==> src/design/sstr_pkg.sv <==
// Shared constants, register indexes and types for the substring search block.
// Used by every module of the block; depends on nothing.
`timescale 1ns / 1ps

package sstr_pkg;

   localparam int MAX_PATTERN_DEFAULT    = 16;
   localparam int POSITION_WIDTH_DEFAULT = 16;

   localparam int BYTE_WIDTH      = 8;
   localparam int REG_BYTES       = 16;
   localparam int LEN_WIDTH       = 5;
   localparam int CSR_DATA_WIDTH  = 64;
   localparam int CSR_INDEX_WIDTH = 2;
   localparam int MATCH_POS_WIDTH = 16;

   localparam logic [CSR_INDEX_WIDTH-1:0] REG_PATTERN_LOW    = 2'd0;
   localparam logic [CSR_INDEX_WIDTH-1:0] REG_PATTERN_HIGH   = 2'd1;
   localparam logic [CSR_INDEX_WIDTH-1:0] REG_PATTERN_LENGTH = 2'd2;

   // Control that every window cell sees in the same cycle.
   typedef struct packed {
      logic shift;
      logic clear;
   } win_ctl_type;

endpackage

==> src/design/sstr_cfg.sv <==
// Pattern configuration registers and the per-cell pattern alignment.
// Depends on sstr_pkg.
`timescale 1ns / 1ps

module sstr_cfg import sstr_pkg::*; #(
   parameter int MAX_PATTERN = MAX_PATTERN_DEFAULT
) (
   input  logic                                    clock,
   input  logic                                    reset,
   input  logic                                    csr_write_en,
   input  logic [CSR_INDEX_WIDTH-1:0]              csr_index,
   input  logic [CSR_DATA_WIDTH-1:0]               csr_write_data,
   output logic [LEN_WIDTH-1:0]                    eff_len,
   output logic [MAX_PATTERN-1:0][BYTE_WIDTH-1:0]  pat_aligned,
   output logic [MAX_PATTERN-1:0]                  pat_active
);

   localparam int LIMIT = (MAX_PATTERN < REG_BYTES) ? MAX_PATTERN : REG_BYTES;
   localparam logic [LEN_WIDTH-1:0] LIMIT_LEN = LEN_WIDTH'(LIMIT);

   logic [CSR_DATA_WIDTH-1:0] pattern_low_ff, pattern_low_in;
   logic [CSR_DATA_WIDTH-1:0] pattern_high_ff, pattern_high_in;
   logic [LEN_WIDTH-1:0]      pattern_length_ff, pattern_length_in;

   logic [LEN_WIDTH-1:0]                   eff_len_ff, eff_len_in;
   logic [MAX_PATTERN-1:0][BYTE_WIDTH-1:0] aligned_ff, aligned_in;
   logic [MAX_PATTERN-1:0]                 active_ff, active_in;

   logic [REG_BYTES-1:0][BYTE_WIDTH-1:0]   pat_bytes;
   logic [LEN_WIDTH-1:0]                   lim;
   logic [LEN_WIDTH-1:0]                   src_idx;

   always_comb begin
      pattern_low_in    = pattern_low_ff;
      pattern_high_in   = pattern_high_ff;
      pattern_length_in = pattern_length_ff;
      if (csr_write_en) begin
         unique case (csr_index)
            REG_PATTERN_LOW:    pattern_low_in    = csr_write_data;
            REG_PATTERN_HIGH:   pattern_high_in   = csr_write_data;
            REG_PATTERN_LENGTH: pattern_length_in = csr_write_data[LEN_WIDTH-1:0];
            default: ;
         endcase
      end
   end

   // The alignment is derived from the next register values, so it is ready
   // for a word accepted right after a write.
   always_comb begin
      pat_bytes = {pattern_high_in, pattern_low_in};
      lim = (pattern_length_in > LIMIT_LEN) ? LIMIT_LEN : pattern_length_in;
      // A zero byte inside the pattern ends it, as in a C string.
      eff_len_in = lim;
      for (int k = REG_BYTES - 1; k >= 0; k--) begin
         if ((LEN_WIDTH'(k) < lim) && (pat_bytes[k] == '0)) begin
            eff_len_in = LEN_WIDTH'(k);
         end
      end
   end

   // Cell j holds the j-th newest byte, which must equal pattern byte len-1-j.
   always_comb begin
      aligned_in = '0;
      active_in  = '0;
      src_idx    = '0;
      for (int j = 0; j < MAX_PATTERN; j++) begin
         if (j < int'(eff_len_in)) begin
            src_idx       = LEN_WIDTH'(int'(eff_len_in) - 1 - j);
            aligned_in[j] = pat_bytes[src_idx[LEN_WIDTH-2:0]];
            active_in[j]  = 1'b1;
         end
      end
   end

   always_ff @(posedge clock) begin
      if (reset) begin
         pattern_low_ff    <= '0;
         pattern_high_ff   <= '0;
         pattern_length_ff <= '0;
         eff_len_ff        <= '0;
         aligned_ff        <= '0;
         active_ff         <= '0;
      end else begin
         pattern_low_ff    <= pattern_low_in;
         pattern_high_ff   <= pattern_high_in;
         pattern_length_ff <= pattern_length_in;
         eff_len_ff        <= eff_len_in;
         aligned_ff        <= aligned_in;
         active_ff         <= active_in;
      end
   end

   assign eff_len     = eff_len_ff;
   assign pat_aligned = aligned_ff;
   assign pat_active  = active_ff;

endmodule

==> src/design/sstr_cell.sv <==
// One window cell: holds one recent text byte, passes it to its neighbor and
// compares its incoming byte against its aligned pattern byte. Depends on sstr_pkg.
`timescale 1ns / 1ps

module sstr_cell import sstr_pkg::*; (
   input  logic                  clock,
   input  logic                  reset,
   input  win_ctl_type           ctl,
   input  logic [BYTE_WIDTH-1:0] byte_in,
   input  logic [BYTE_WIDTH-1:0] pat_byte,
   input  logic                  active,
   output logic [BYTE_WIDTH-1:0] byte_out,
   output logic                  match_ok
);

   logic [BYTE_WIDTH-1:0] byte_ff;

   always_ff @(posedge clock) begin
      if (reset || ctl.clear) begin
         byte_ff <= '0;
      end else if (ctl.shift) begin
         byte_ff <= byte_in;
      end
   end

   // The incoming byte is this cell's content once the window shifts.
   assign match_ok = !active || (byte_in == pat_byte);
   assign byte_out = byte_ff;

endmodule

==> src/design/substring_search.sv <==
// Streaming substring search top level: counters, result register and the cell row.
// Depends on sstr_pkg, sstr_cfg and sstr_cell.
`timescale 1ns / 1ps

// Text words enter one byte per cycle; a zero byte ends the text. A row of
// MAX_PATTERN cells holds the newest bytes and compares all of them with the
// pattern in the cycle a byte is accepted, so the result for that byte sits in
// the output register in the next cycle. Each text gives exactly one result:
// found at the last byte of the first match (first byte for an empty pattern),
// or not found at the terminator. The only stall comes from the single output
// register: req_ready drops while a result waits and rsp_ready is low. Pattern
// writes take effect from the next accepted byte, even right after the write.

module substring_search import sstr_pkg::*; #(
   parameter int MAX_PATTERN    = MAX_PATTERN_DEFAULT,
   parameter int POSITION_WIDTH = POSITION_WIDTH_DEFAULT
) (
   input  logic                       clock,
   input  logic                       reset,
   input  logic                       req_valid,
   output logic                       req_ready,
   input  logic [BYTE_WIDTH-1:0]      req_text_byte,
   output logic                       rsp_valid,
   input  logic                       rsp_ready,
   output logic                       rsp_found,
   output logic [MATCH_POS_WIDTH-1:0] rsp_match_position,
   output logic                       rsp_overflowed,
   input  logic                       csr_write_en,
   input  logic [CSR_INDEX_WIDTH-1:0] csr_index,
   input  logic [CSR_DATA_WIDTH-1:0]  csr_write_data
);

   localparam logic [POSITION_WIDTH-1:0] POS_MAX = '1;

   logic [LEN_WIDTH-1:0]                   eff_len;
   logic [MAX_PATTERN-1:0][BYTE_WIDTH-1:0] pat_aligned;
   logic [MAX_PATTERN-1:0]                 pat_active;
   logic [MAX_PATTERN-1:0][BYTE_WIDTH-1:0] win_bytes;
   logic [MAX_PATTERN-1:0]                 match_ok;
   win_ctl_type                            ctl;

   logic [POSITION_WIDTH-1:0] bytes_seen_ff, bytes_seen_in;
   logic                      result_given_ff, result_given_in;
   logic                      count_saturated_ff, count_saturated_in;

   logic                       rsp_valid_ff, rsp_valid_in;
   logic                       rsp_found_ff, rsp_found_in;
   logic [MATCH_POS_WIDTH-1:0] rsp_pos_ff, rsp_pos_in;
   logic                       rsp_ovf_ff, rsp_ovf_in;

   logic                      accept, is_term, empty_pat, count_en, at_max;
   logic                      sat_step, hit, emit;
   logic [POSITION_WIDTH-1:0] seen_step, len_ext, pos_calc;

   sstr_cfg #(
      .MAX_PATTERN (MAX_PATTERN)
   ) u_cfg (
      .clock          (clock),
      .reset          (reset),
      .csr_write_en   (csr_write_en),
      .csr_index      (csr_index),
      .csr_write_data (csr_write_data),
      .eff_len        (eff_len),
      .pat_aligned    (pat_aligned),
      .pat_active     (pat_active)
   );

   for (genvar j = 0; j < MAX_PATTERN; j++) begin : g_cell
      logic [BYTE_WIDTH-1:0] cell_in;
      if (j == 0) begin : g_head
         assign cell_in = req_text_byte;
      end else begin : g_link
         assign cell_in = win_bytes[j-1];
      end
      sstr_cell u_cell (
         .clock    (clock),
         .reset    (reset),
         .ctl      (ctl),
         .byte_in  (cell_in),
         .pat_byte (pat_aligned[j]),
         .active   (pat_active[j]),
         .byte_out (win_bytes[j]),
         .match_ok (match_ok[j])
      );
   end

   assign req_ready = !rsp_valid_ff || rsp_ready;
   assign accept    = req_valid && req_ready;
   assign is_term   = (req_text_byte == '0);
   assign empty_pat = (eff_len == '0);

   always_comb begin
      ctl.clear = accept && is_term;
      ctl.shift = accept && !is_term && !result_given_ff && !empty_pat;
      // An empty pattern reports on the first byte without counting it.
      count_en  = accept && !is_term && !(empty_pat && !result_given_ff);
      at_max    = (bytes_seen_ff == POS_MAX);
      sat_step  = count_en ? (count_saturated_ff || at_max) : count_saturated_ff;
      seen_step = (count_en && !at_max) ? bytes_seen_ff + POSITION_WIDTH'(1)
                                        : bytes_seen_ff;
      hit       = ctl.shift && (&match_ok);
      emit      = accept && !result_given_ff && (empty_pat || is_term || hit);
      len_ext   = POSITION_WIDTH'(eff_len);
      pos_calc  = (sat_step || (seen_step < len_ext)) ? POS_MAX : seen_step - len_ext;

      bytes_seen_in      = ctl.clear ? '0 : seen_step;
      count_saturated_in = ctl.clear ? 1'b0 : sat_step;
      result_given_in    = ctl.clear ? 1'b0 : (result_given_ff || emit);

      rsp_found_in = empty_pat || !is_term;
      rsp_pos_in   = (empty_pat || is_term) ? '0 : MATCH_POS_WIDTH'(pos_calc);
      rsp_ovf_in   = sat_step;
      rsp_valid_in = emit || (rsp_valid_ff && !rsp_ready);
   end

   always_ff @(posedge clock) begin
      if (reset) begin
         bytes_seen_ff      <= '0;
         result_given_ff    <= 1'b0;
         count_saturated_ff <= 1'b0;
         rsp_valid_ff       <= 1'b0;
      end else begin
         bytes_seen_ff      <= bytes_seen_in;
         result_given_ff    <= result_given_in;
         count_saturated_ff <= count_saturated_in;
         rsp_valid_ff       <= rsp_valid_in;
      end
   end

   always_ff @(posedge clock) begin
      if (emit) begin
         rsp_found_ff <= rsp_found_in;
         rsp_pos_ff   <= rsp_pos_in;
         rsp_ovf_ff   <= rsp_ovf_in;
      end
   end

   assign rsp_valid          = rsp_valid_ff;
   assign rsp_found          = rsp_found_ff;
   assign rsp_match_position = rsp_pos_ff;
   assign rsp_overflowed     = rsp_ovf_ff;

   // A terminator leaves the per-text state and the whole window cleared.
   assert property (@(posedge clock) disable iff (reset)
      ctl.clear |=> (bytes_seen_ff == '0) && !result_given_ff && !count_saturated_ff &&
                    (win_bytes == '0))
      else $error("per-text state not cleared after terminator");

   assert property (@(posedge clock) disable iff (reset)
      $rose(count_saturated_ff) |-> ($past(bytes_seen_ff) == POS_MAX))
      else $error("saturation flag set before the counter reached its maximum");

   assert property (@(posedge clock) disable iff (reset)
      (rsp_valid && !rsp_found) |-> (rsp_match_position == '0))
      else $error("not-found result carries a nonzero position");

   // After a result the text is marked done, unless that byte ended the text.
   assert property (@(posedge clock) disable iff (reset)
      emit |=> (result_given_ff || $past(ctl.clear)))
      else $error("text not marked done after its result");

endmodule

==> config.mk <==
export PLATFORM = sky130hd
export DESIGN_NAME = substring_search
export DESIGN_NICKNAME = d
export VERILOG_FILES = /design/src/design/sstr_pkg.sv /design/src/design/sstr_cfg.sv /design/src/design/sstr_cell.sv /design/src/design/substring_search.sv
export SDC_FILE = /design/constraint.sdc
export NUM_CORES = 1
export LEC_CHECK = 0
export BUFFER_PORTS_ARGS = -buffer_cell sky130_fd_sc_hd__buf_2
export CAP_MARGIN = 15
export CORE_AREA = 2 2 217 240
export DETAILED_ROUTE_END_ITERATION = 12
export DIE_AREA = 0 0 219 242
export PLACE_DENSITY = 0.62
export SLEW_MARGIN = 20
export SYNTH_ARGS = -nofsm -noshare
export SYNTH_HDL_FRONTEND = slang
export SYNTH_SLANG_ARGS = --single-unit
==> constraint.sdc <==
create_clock -name clock -period 6.14 [get_ports clock]
set_input_delay 0.921 -clock clock [delete_from_list [all_inputs] [get_ports clock]]
set_output_delay 0.921 -clock clock [all_outputs]
set_load 0.01 [all_outputs]
[Yosys cells after proc, flatten, opt, wreduce, memory -nomap -nowiden]
Index checks and enable logic that the tools add are counted.
Word-level totals
  register bits after elaboration: 439
  input port bits: 79
  logic and storage cells: 333
Operators by class
  $add $sub $neg: 18
  $lt $le $gt $ge: 50
  equal/unequal tests: 19
  mux-type cells: 74
  bitwise gates (word level): 16
  reduce and logical (&&, ||, !) cells: 113
Operators by type and width (number)
  $bmux 8 s4: 16
  $mux 64: 4
  $logic_not 8->1: 17
  $eq 8x8->1: 16
  $mux 8: 16
  $mux 5: 19
  $lt 4x5->1 const A: 16
  $lt 4x5->1 const B: 16
  $lt 3x5->1 const A: 8
  $reduce_or 2->1: 17
  $mux 16: 2
  $sub 4x4->4 const B: 8
  $logic_and 1x1->1: 28
  $logic_or 1x1->1: 25
  $logic_not 1->1: 23
  $lt 1x5->1 const A: 4
  $lt 2x5->1 const A: 4
  $mux 1: 17
  $add 16x1->16 const B: 1
  $eq 16x16->1 const B: 1
  $lt 16x5->1: 1
  $not 1->1: 16
  $reduce_and 16->1: 1
  $sub 16x5->16: 1
  8 further kinds: 13

[Longest topological paths before layout]
Gate-level depths: netlist of the first run.
  depth after elaboration: 27
  depth in mapped cells: 23
  depth with buffers taken out: 18

[Modules after synthesis]
A second synthesis of the first run with hierarchy kept.
Unflattened totals
  cell total of the unflattened synthesis: 2924
  area total of the unflattened synthesis: 25779.7 µm²
By module, submodules not included
  sstr_cfg: times used 1, cells an instance 2061, area each 17205.3 µm², seq. area each 5625.4 µm²
  sstr_cell: times used 16, cells an instance 38, area each 382.9 µm², seq. area each 160.2 µm²
  substring_search: times used 1, cells an instance 255, area each 2448.6 µm², seq. area each 920.9 µm²

[Worst setup path after synthesis of the first run]
No wires, ideal clock.
  path type: input to register
  start: input csr_write_data[3]
  end: register u_cfg.aligned_ff, in the netlist u_cfg.pat_aligned[79]
  library setup time: 0.071 ns
  arrival time: 5.390 ns
  data required time: 6.069 ns
  setup slack: 0.679 ns
  cell stages on the path: 22
  path buffers: 7
  path through: clkbuf_1 -> clkbuf_1 -> nand4_1 -> a311oi_1 -> nor3_1 -> a211oi_1 -> nand3_1 -> nand2_1 -> inv_2 -> buf_2 -> ha_1 -> buf_1 -> xnor2_4 -> inv_1 -> buf_2 -> buf_2 -> ha_1 -> a21boi_1 -> xor2_2 -> buf_4 -> o41ai_1 -> a21oi_1
Between the ends
  word-level cells in the longest chain between the ends: 26
  elaborated cells between the ends (all ways): 65
  those cells by class: add/sub (2); order compare (18); mux (25); bitwise (1); reduce/logical (19)
RTL lines
  start: declaration: line substring_search.sv:30  | input logic [CSR_DATA_WIDTH-1:0] csr_write_data
  $mux 5: line sstr_cfg.sv:38  | unique case (csr_index)
  $mux 5: line sstr_cfg.sv:37  | if (csr_write_en) begin
  $gt 5x5->1: line sstr_cfg.sv:51  | lim = (pattern_length_in > LIMIT_LEN) ? LIMIT_LEN : pattern_length_in;
  $mux 5: line sstr_cfg.sv:51
  $lt 4x5->1: line sstr_cfg.sv:55  | if ((LEN_WIDTH'(k) < lim) && (pat_bytes[k] == '0)) begin
  $logic_and 1x1->1: line sstr_cfg.sv:55
  $mux 5 (15 in a row): line sstr_cfg.sv:55
  $mux 5 *: line sstr_cfg.sv:55
  $sub 4x1->4: line sstr_cfg.sv:68  | src_idx = LEN_WIDTH'(int'(eff_len_in) - 1 - j);
  $sub 4x4->4: line sstr_cfg.sv:68
  $bmux 8 s4: line sstr_cfg.sv:69  | aligned_in[j] = pat_bytes[src_idx[LEN_WIDTH-2:0]];
  $mux 8 (not written as such): line sstr_cfg.sv:69
  end signal: assignment: line sstr_cfg.sv:88  | aligned_ff <= aligned_in;
  end: declaration: line sstr_cfg.sv:26  | logic [MAX_PATTERN-1:0][BYTE_WIDTH-1:0] aligned_ff, aligned_in;
Every way passes the cells marked *; elsewhere a longest branch is shown, timed or not. The select of a mux whose other input is x is not followed.
A chain may end at the register's enable or synchronous reset.

[Final worst setup path of the first run]
  start: register u_cfg.pattern_high_ff[36]
  end: register u_cfg.aligned_ff, in the netlist u_cfg.pat_aligned[27]
Between the ends
  word-level cells in the longest chain between the ends: 21
  elaborated cells between the ends (all ways): 24
  those cells by class: add/sub (2); order compare (1); mux (17); bitwise (1); reduce/logical (3)
RTL lines
  start: declaration: line sstr_cfg.sv:22  | logic [CSR_DATA_WIDTH-1:0] pattern_high_ff, pattern_high_in;
  start signal: assignment: line sstr_cfg.sv:85  | pattern_high_ff <= pattern_high_in;
  $mux 64: line sstr_cfg.sv:38
  $mux 64 *: line sstr_cfg.sv:37
  $logic_not 8->1 *: line sstr_cfg.sv:55
  $logic_and 1x1->1 *: line sstr_cfg.sv:55
  $mux 5 * (13 in a row): line sstr_cfg.sv:55
  $sub 4x1->4: line sstr_cfg.sv:68
  $sub 4x3->4: line sstr_cfg.sv:68
  $bmux 8 s4: line sstr_cfg.sv:69
  $mux 8 (not written as such): line sstr_cfg.sv:69
Marked as above.

==> results of run 1 <==
-- metrics by stage --
stage | setup slack (ns) | power, mW | util, % | instances
5_1_grt | 0.604 | 12.1 | 56.0 | 3825
4_1_cts | 0.928 | 11.6 | 56.0 | 3825
6_report | 0.710 | 11.7 | 56.0 | 3826
2_1_floorplan | 0.679 | 6.57 | - | 3056
3_5_place_dp | 0.315 | 8.50 | 52.6 | 3736
3_3_place_gp | 0.339 | 8.44 | 52.6 | 3736
-- final timing paths --
check,depth (start not counted),to,from,slack [ns]
setup reg to reg,18,u_cfg.pat_aligned[27],u_cfg.pattern_high_ff[36],0.71
hold reg to reg,2,g_cell[14].u_cell.byte_out[4],g_cell[14].u_cell.byte_out[4],0.47
hold / removal,2,g_cell[14].u_cell.byte_out[4],g_cell[14].u_cell.byte_out[4],0.47
setup / recovery,18,u_cfg.pat_aligned[27],u_cfg.pattern_high_ff[36],0.71
-- cell usage in the layout (no fill, tap or decap), types with 23 or more instances in the layout --
cell                        synthesis  layout
sky130_fd_sc_hd__nand2_1          623     622
sky130_fd_sc_hd__dfxtp_1          420     420
sky130_fd_sc_hd__a21oi_1          341     341
sky130_fd_sc_hd__nor2_1           320     318
sky130_fd_sc_hd__xnor2_1          150     150
sky130_fd_sc_hd__buf_4              3     113
sky130_fd_sc_hd__a22oi_1          111     111
sky130_fd_sc_hd__buf_2             36      97
sky130_fd_sc_hd__mux4_2            92      92
sky130_fd_sc_hd__o41ai_1           85      85
sky130_fd_sc_hd__a211oi_1          73      73
sky130_fd_sc_hd__or2_2             56      56
sky130_fd_sc_hd__a22o_1            56      56
sky130_fd_sc_hd__nor4_1            52      51
sky130_fd_sc_hd__clkbuf_16          0      50
sky130_fd_sc_hd__nand3_1           50      48
sky130_fd_sc_hd__nand4_1           45      45
sky130_fd_sc_hd__o22ai_1           35      35
sky130_fd_sc_hd__o21ai_0           30      29
sky130_fd_sc_hd__inv_1             26      26
sky130_fd_sc_hd__nor3_1            24      23
-- area by class of cell --
| cell class | count | area (sq um) | share of cell area [%] |
|---|---|---|---|
| diodes | 1 | 2.50 | 0.00881 |
| clock buffers | 65 | 1420 | 4.99 |
| clock inverters | 24 | 264 | 0.930 |
| inverters | 31 | 116 | 0.410 |
| multi-input cells | 2375 | 15200 | 53.5 |
| flip-flops and latches | 438 | 8950 | 31.5 |
| well taps | 667 | 835 | 2.94 |
| repair buffers | 225 | 1630 | 5.75 |
-- logic make-up after synthesis --
group                      Yosys count  share of synthesized area, %
AOI/OAI and AO/OA                  820                          22.0
xor gates and xnor gates           175                          6.64
adders and majority gates           16                         0.828
buffers and inverters              243                          4.13
DFF                                438                          35.7
muxes                              112                          9.10
and+or+nand+nor                   1252                          21.7
-- layer usage --
layer	vias up	GRT usage [%]	part of all wire, %
li1	11200	-	-
met1	12100	52.9	38
met2	1617	60.7	44
met3	354	7.62	10
met4	0	24.6	7.4
met5	-	0	0
-- power breakdown --
part           leakage [nW]  total, mW  internal [mW]  switching (mW)
Clock                 0.824       3.07           1.73            1.34
Sequential             3.57       3.16           3.05           0.117
Combinational          5.43       5.48           1.85            3.63
Total                  9.82       11.7           6.62            5.09
-- critical path: stages (launching register included) --
cell                        delay (ns)
sky130_fd_sc_hd__dfxtp_1          0.34
sky130_fd_sc_hd__nor4_1           0.87
sky130_fd_sc_hd__a21oi_1          0.37
sky130_fd_sc_hd__a2111oi_4        0.51
sky130_fd_sc_hd__a22oi_1          0.18
sky130_fd_sc_hd__o22a_1           0.27
sky130_fd_sc_hd__nand3_2          0.10
sky130_fd_sc_hd__nand2_2          0.08
sky130_fd_sc_hd__inv_2            0.07
sky130_fd_sc_hd__buf_4            0.22
sky130_fd_sc_hd__ha_1             0.32
sky130_fd_sc_hd__nand2b_1         0.15
sky130_fd_sc_hd__a22oi_1          0.08
sky130_fd_sc_hd__a31oi_1          0.30
sky130_fd_sc_hd__a41o_1           0.48
sky130_fd_sc_hd__buf_12           0.24
sky130_fd_sc_hd__nor2_1           0.08
sky130_fd_sc_hd__o41ai_1          0.46
sky130_fd_sc_hd__a21oi_1          0.18
-- sequential cells by signal, summed over array words and instances, names as in the netlist --
name and cells:
rsp_found 1, rsp_overflowed 1, u_cfg.pat_aligned 128, count_saturated_ff 1, u_cfg.eff_len 4, u_cfg.pattern_length_ff 5, u_cfg.pattern_high_ff 64, bytes_seen_ff 16
rsp_match_position 16, g_cell.u_cell.byte_out 120, u_cfg.pat_active 16, rsp_valid 1, u_cfg.pattern_low_ff 64, result_given_ff 1
==> impl_metrics.toml, run 1 <==
[detailed_routing]
detail-route-antenna-nets = 0
first_pass_iters = 7
routed-via-count = 25300
initialDrtViolationCount = 3557
wirelength_microns = 109000
post-route-drc-count = 0
routed_via_density = 6.61
avgRoutedWirePerCell_microns = 28.4

[layout]
n_fill_cell = 4704
area.growth.synth_to_final_pct = 13.2
design.final.nets = 3215
post-route-cell-area_sq_um = 28400
layout-drive-gt1-share_pct = 16.2

[yosys]
yosys.area.top_type = "sky130_fd_sc_hd__dfxtp_1"
synth_sequential_area_ratio_pct = 35.7
async_flop_share_pct = 0
syn-instance-count = 3056
yosys-top-cells-area = "sky130_fd_sc_hd__dfxtp_1, sky130_fd_sc_hd__nand2_1, sky130_fd_sc_hd__mux4_2"
number_of_warnings_reported_in_the_yosys_synthesis_log = 0
syn-cell-area_sq_um = 25100
net_count_after_synthesis = 3151
most_common_cell_in_the_netlist = "sky130_fd_sc_hd__nand2_1"
post_synth_edffs = 18
synth_seq_cells = 438
synth_top_cell_area_share_pct = 33.5
most_frequent_cells_after_synthesis = "sky130_fd_sc_hd__nand2_1, sky130_fd_sc_hd__dfxtp_1, sky130_fd_sc_hd__a21oi_1"
synth_area_per_cell_sq_um = 8.21
synth_top_flop_cell = "sky130_fd_sc_hd__dfxtp_1"
yosysUniqueCellTypes = 96

[die]
io_pins = 99
dieArea_sq_um = 53000
core-area_sq_um = 50700
std_cell_rows = 87
initial_core_util_pct = 49.5
fp.dieH_microns = 242
die_w_microns = 219

[sta]
fin_worst_skew_ns = 0.0421
hold_viol = 0
slew_violations = 0
finalCriticalPeriod_ns = 5.43
whs_ns = 0.475
timing.fmax_mhz = 184
unrepaired_setup_endpoints_after_global_routing = "false"
slew-limit-headroom_pct = 29.5
setup-violations-final = 0
timing_worst_slew_pin_value_ns = 1.05
layout_worst_path_cycle_share_pct = 88.4
final.setup.tns_ns = 0

[cts]
htree_levels = 2
cts_root_cell = "sky130_fd_sc_hd__clkbuf_16"
tritoncts_sink_count = 438
max_clock_buf_depth = 3
cts_tree = "done"
worst_setup_hold_path_clk_slew_ns = 0.06
cts-buffers-inserted = 49
post_cts_buffers = 0
clk-insertion-delay-late_ns = 0.64
postCtsHoldBufs = 0
cts-resized-gates = 0

[flow_run]
max_cap_violations = 0

[power]
cellPowerDensity_nw_per_um2 = 412
total_leakage_power_nw = 9.82
worst_vdd_drop_mv = 0.395

[placement]
port-buffer-count = 98
dpl.hpwl_microns = 82900
place_congestion = 1.05
placedInstanceArea_sq_um = 26700

[setup_path]
worst-path-max-fanout = 25
worstSetupEndpointType = "flop"
critPathLaunchType = "flop"
timing.setup.critical_path_class = "flop to flop"
worst_ep_required_time_ns = 6.62
cp.arrival_ns = 5.91

[global_route]
grt_pass1_wl_microns = 157000
grt_antenna_before_repair = 4
first_global_vias = 23500
grt.overflow.total = 0
grt_start_max_net_pins = 121
globalRouteTotalUtil_pct = 40.1

[outcome]
outcome = "complete, no violations"

[worst_hold_path]
worst_hold_path_type = "flop to flop"
Note: power is estimated with default switching activity, not from simulation.
==> run 2, diff against run 1 <==
- ABC_AREA: not set -> 1
- CORE_AREA: 2 2 217 240 -> 2 2 214 237
- DIE_AREA: 0 0 219 242 -> 0 0 216 239
==> run 2 against run 1 <==
Die area down 2.6%. Largest power group unchanged. Critical path depth is 3 higher. Count of clock-buffer cells in the layout up 1. Critical endpoint is now u_cfg.pat_aligned[113]. Via count grew 4.4%. Cell count increased by 19%. Flip-flop and latch count did not move. Area after synthesis decreased by 2.8%. Highest routed layer is now met5. Non-clock buffer count shrank 7. Wire length down 0.18%. Register-to-register slack gained 0.79 ns. Global-route usage rose by 1.1 points. Sequential share of layout area increased by 1.0 points. Largest cell class unchanged.
==> impl_metrics.toml, run 2 <==
[die]
core-area_sq_um = 49500
std_cell_rows = 86
die_w_microns = 216
io_pins = 99
initial_core_util_pct = 49.3
dieArea_sq_um = 51600
fp.dieH_microns = 239

[sta]
hold_viol = 0
unrepaired_setup_endpoints_after_global_routing = "false"
timing_worst_slew_pin_value_ns = 1.11
final.setup.tns_ns = 0
setup_slack_ns = 0.971
fin_worst_skew_ns = 0.0305
whs_ns = 0.480
slew-limit-headroom_pct = 26.0
finalCriticalPeriod_ns = 5.17
setup-violations-final = 0
timing.fmax_mhz = 193
slew_violations = 0
layout_worst_path_cycle_share_pct = 84.2

[yosys]
async_flop_share_pct = 0
synth_top_flop_cell = "sky130_fd_sc_hd__dfxtp_1"
syn-instance-count = 3799
yosys.area.top_type = "sky130_fd_sc_hd__dfxtp_1"
net_count_after_synthesis = 3894
synth_top_cell_area_share_pct = 34.5
yosys.area_share.adder_pct = 0.852
most_frequent_cells_after_synthesis = "sky130_fd_sc_hd__nand2_1, sky130_fd_sc_hd__nand3_1, sky130_fd_sc_hd__nor2_1"
yosys.area_share.xor_xnor_pct = 3.91
synth_seq_cells = 438
synth_sequential_area_ratio_pct = 36.7
yosys.area_share.simple_pct = 40.0
synth_area_per_cell_sq_um = 6.42
most_common_cell_in_the_netlist = "sky130_fd_sc_hd__nand2_1"
yosys-top-cells-area = "sky130_fd_sc_hd__dfxtp_1, sky130_fd_sc_hd__nand2_1, sky130_fd_sc_hd__nand3_1"
number_of_warnings_reported_in_the_yosys_synthesis_log = 0
post_synthesis_compound_gate_area_fraction_pct = 8.98
syn-cell-area_sq_um = 24400
largest_family_of_logic_cells_by_synthesized_area = "simple AND/OR/NAND/NOR gates"
post_synth_edffs = 18
portion_of_netlist_area_occupied_by_mux_cells_pct = 0.205
yosysUniqueCellTypes = 51

[cts]
postCtsHoldBufs = 0
tritoncts_sink_count = 438
max_clock_buf_depth = 3
cts-resized-gates = 0
htree_levels = 2
cts-buffers-inserted = 47
cts_tree = "done"
post_cts_buffers = 0
worst_setup_hold_path_clk_slew_ns = 0.06
cts_root_cell = "sky130_fd_sc_hd__clkbuf_16"
clk-insertion-delay-late_ns = 0.61

[power]
power_switching_share_pct = 52.2
p_seq_share_pct = 22.0
internal_power_mw = 7.81
total_leakage_power_nw = 13.1
switching_power_mw = 8.54
power.combinational.fraction_pct = 60.0
total_power_mw = 16.3
worst_vdd_drop_mv = 0.705
share_clk_of_total_power_pct = 18.0
cellPowerDensity_nw_per_um2 = 594

[setup_path]
worstSetupEndpointType = "flop"
critPathLaunchType = "primary input"
worst_ep_required_time_ns = 6.59
cp.arrival_ns = 5.62
worst-path-max-fanout = 66
timing.reg2reg.setup_slack_ns = 1.50
timing.setup.critical_path_class = "primary input to flop"

[global_route]
grt_start_max_net_pins = 102
grt_antenna_before_repair = 5
globalRouteTotalUtil_pct = 41.3
grt.overflow.total = 0
first_global_vias = 24800
grt_pass1_wl_microns = 157000

[layout]
layout-drive-gt1-share_pct = 9.72
largest_register_ff_count = 128
diodes = 0
finish.cell_count_without_fillers = 4558
multiInputGateArea_sq_um = 13200
area.growth.synth_to_final_pct = 12.8
n_fill_cell = 4787
register_area_sq_um = 8950
layout.cells.most_common_list = "sky130_fd_sc_hd__nand2_1, sky130_fd_sc_hd__nand3_1, sky130_fd_sc_hd__nor2_1, sky130_fd_sc_hd__dfxtp_1, sky130_fd_sc_hd__inv_1"
mostFrequentLayoutCell = "sky130_fd_sc_hd__nand2_1"
design.final.nets = 3957

[detailed_routing]
wirelength_microns = 108000
routed-via-count = 26400
first_pass_iters = 8
detail-route-antenna-nets = 0
avgRoutedWirePerCell_microns = 23.8
routed_via_density = 5.79
post-route-drc-count = 0
initialDrtViolationCount = 2814

[placement]
dpl.cell_count = 4473
place_congestion = 1.09
pre_cts_ws_ns = 0.606
dpl.hpwl_microns = 85300
port-buffer-count = 98

[outcome]
outcome = "complete, no violations"

[flow_run]
max_cap_violations = 0

[worst_hold_path]
worst_hold_path_type = "flop to flop"
[run 2: area by class of cell]
class,instances,share of cell area [%]
clock buffers,66,4.97
clock inverters,19,0.823
multi-input cells,2806,48.0
repair buffers,218,5.84
flip-flops and latches,438,32.5
well taps,660,3.00
inverters,351,4.80
[run 2: cells by family after synthesis]
family / Yosys count
and+or+nand+nor: 2281
buffers and inverters: 555
DFF: 438
AOI/OAI and AO/OA: 398
xor gates and xnor gates: 106
adders and majority gates: 16
muxes: 5
[run 2: metal layers]
metal	vias up	wire (microns)	share of wire [%]	global-route usage (%)
li1	12400	-	-	-
met1	12400	41400	38	48.9
met2	1334	48800	45	66.9
met3	346	8640	8.0	7.56
met4	4	9520	8.8	30.8
met5	-	23	0.021	0
[run 2: critical path, cell delays in order]
cell and delay [ns]:
sky130_fd_sc_hd__buf_2 0.14, sky130_fd_sc_hd__inv_2 0.08, sky130_fd_sc_hd__nand3_4 0.11, sky130_fd_sc_hd__buf_12 0.26
sky130_fd_sc_hd__nand2_1 0.12, sky130_fd_sc_hd__o21ai_1 0.24, sky130_fd_sc_hd__inv_2 0.12, sky130_fd_sc_hd__nor4_1 0.77
sky130_fd_sc_hd__nand3_1 0.27, sky130_fd_sc_hd__a21boi_4 0.24, sky130_fd_sc_hd__nand2_4 0.18, sky130_fd_sc_hd__ha_1 0.20
sky130_fd_sc_hd__nand2_1 0.06, sky130_fd_sc_hd__nand2_1 0.26, sky130_fd_sc_hd__inv_4 0.10, sky130_fd_sc_hd__ha_1 0.38
sky130_fd_sc_hd__buf_4 0.24, sky130_fd_sc_hd__nand3_1 0.26, sky130_fd_sc_hd__nand3_1 0.17, sky130_fd_sc_hd__nand2_1 0.06
sky130_fd_sc_hd__nor2_1 0.39
[run 2: metrics by stage]
| step | instance area, sq um | util, % |
|---|---|---|
| 2_1_floorplan | 24400 | - |
| 3_3_place_gp | 25900 | 52.4 |
| 3_5_place_dp | 25900 | 52.4 |
| 4_1_cts | 27500 | 55.6 |
| 5_1_grt | 27500 | 55.6 |
| 6_report | 27500 | 55.6 |
[run 2: final timing paths]
check / end / cells after the start / startpoint
setup reg to reg: rsp_match_position[10] / 24 / bytes_seen_ff[0]
setup / recovery: u_cfg.pat_aligned[113] / 21 / csr_index[0]
hold reg to reg: g_cell[14].u_cell.byte_out[0] / 2 / g_cell[14].u_cell.byte_out[0]
hold / removal: g_cell[14].u_cell.byte_out[0] / 2 / g_cell[14].u_cell.byte_out[0]
[run 2: power groups by stage]
stage,clock network [mW],registers (mW),logic [mW]
6_report,2.94,3.60,9.81
5_1_grt,3.05,3.61,10.6
4_1_cts,2.95,3.59,9.50
3_5_place_dp,0,3.65,9.46
3_3_place_gp,0,3.64,9.43
2_1_floorplan,0,3.52,6.11
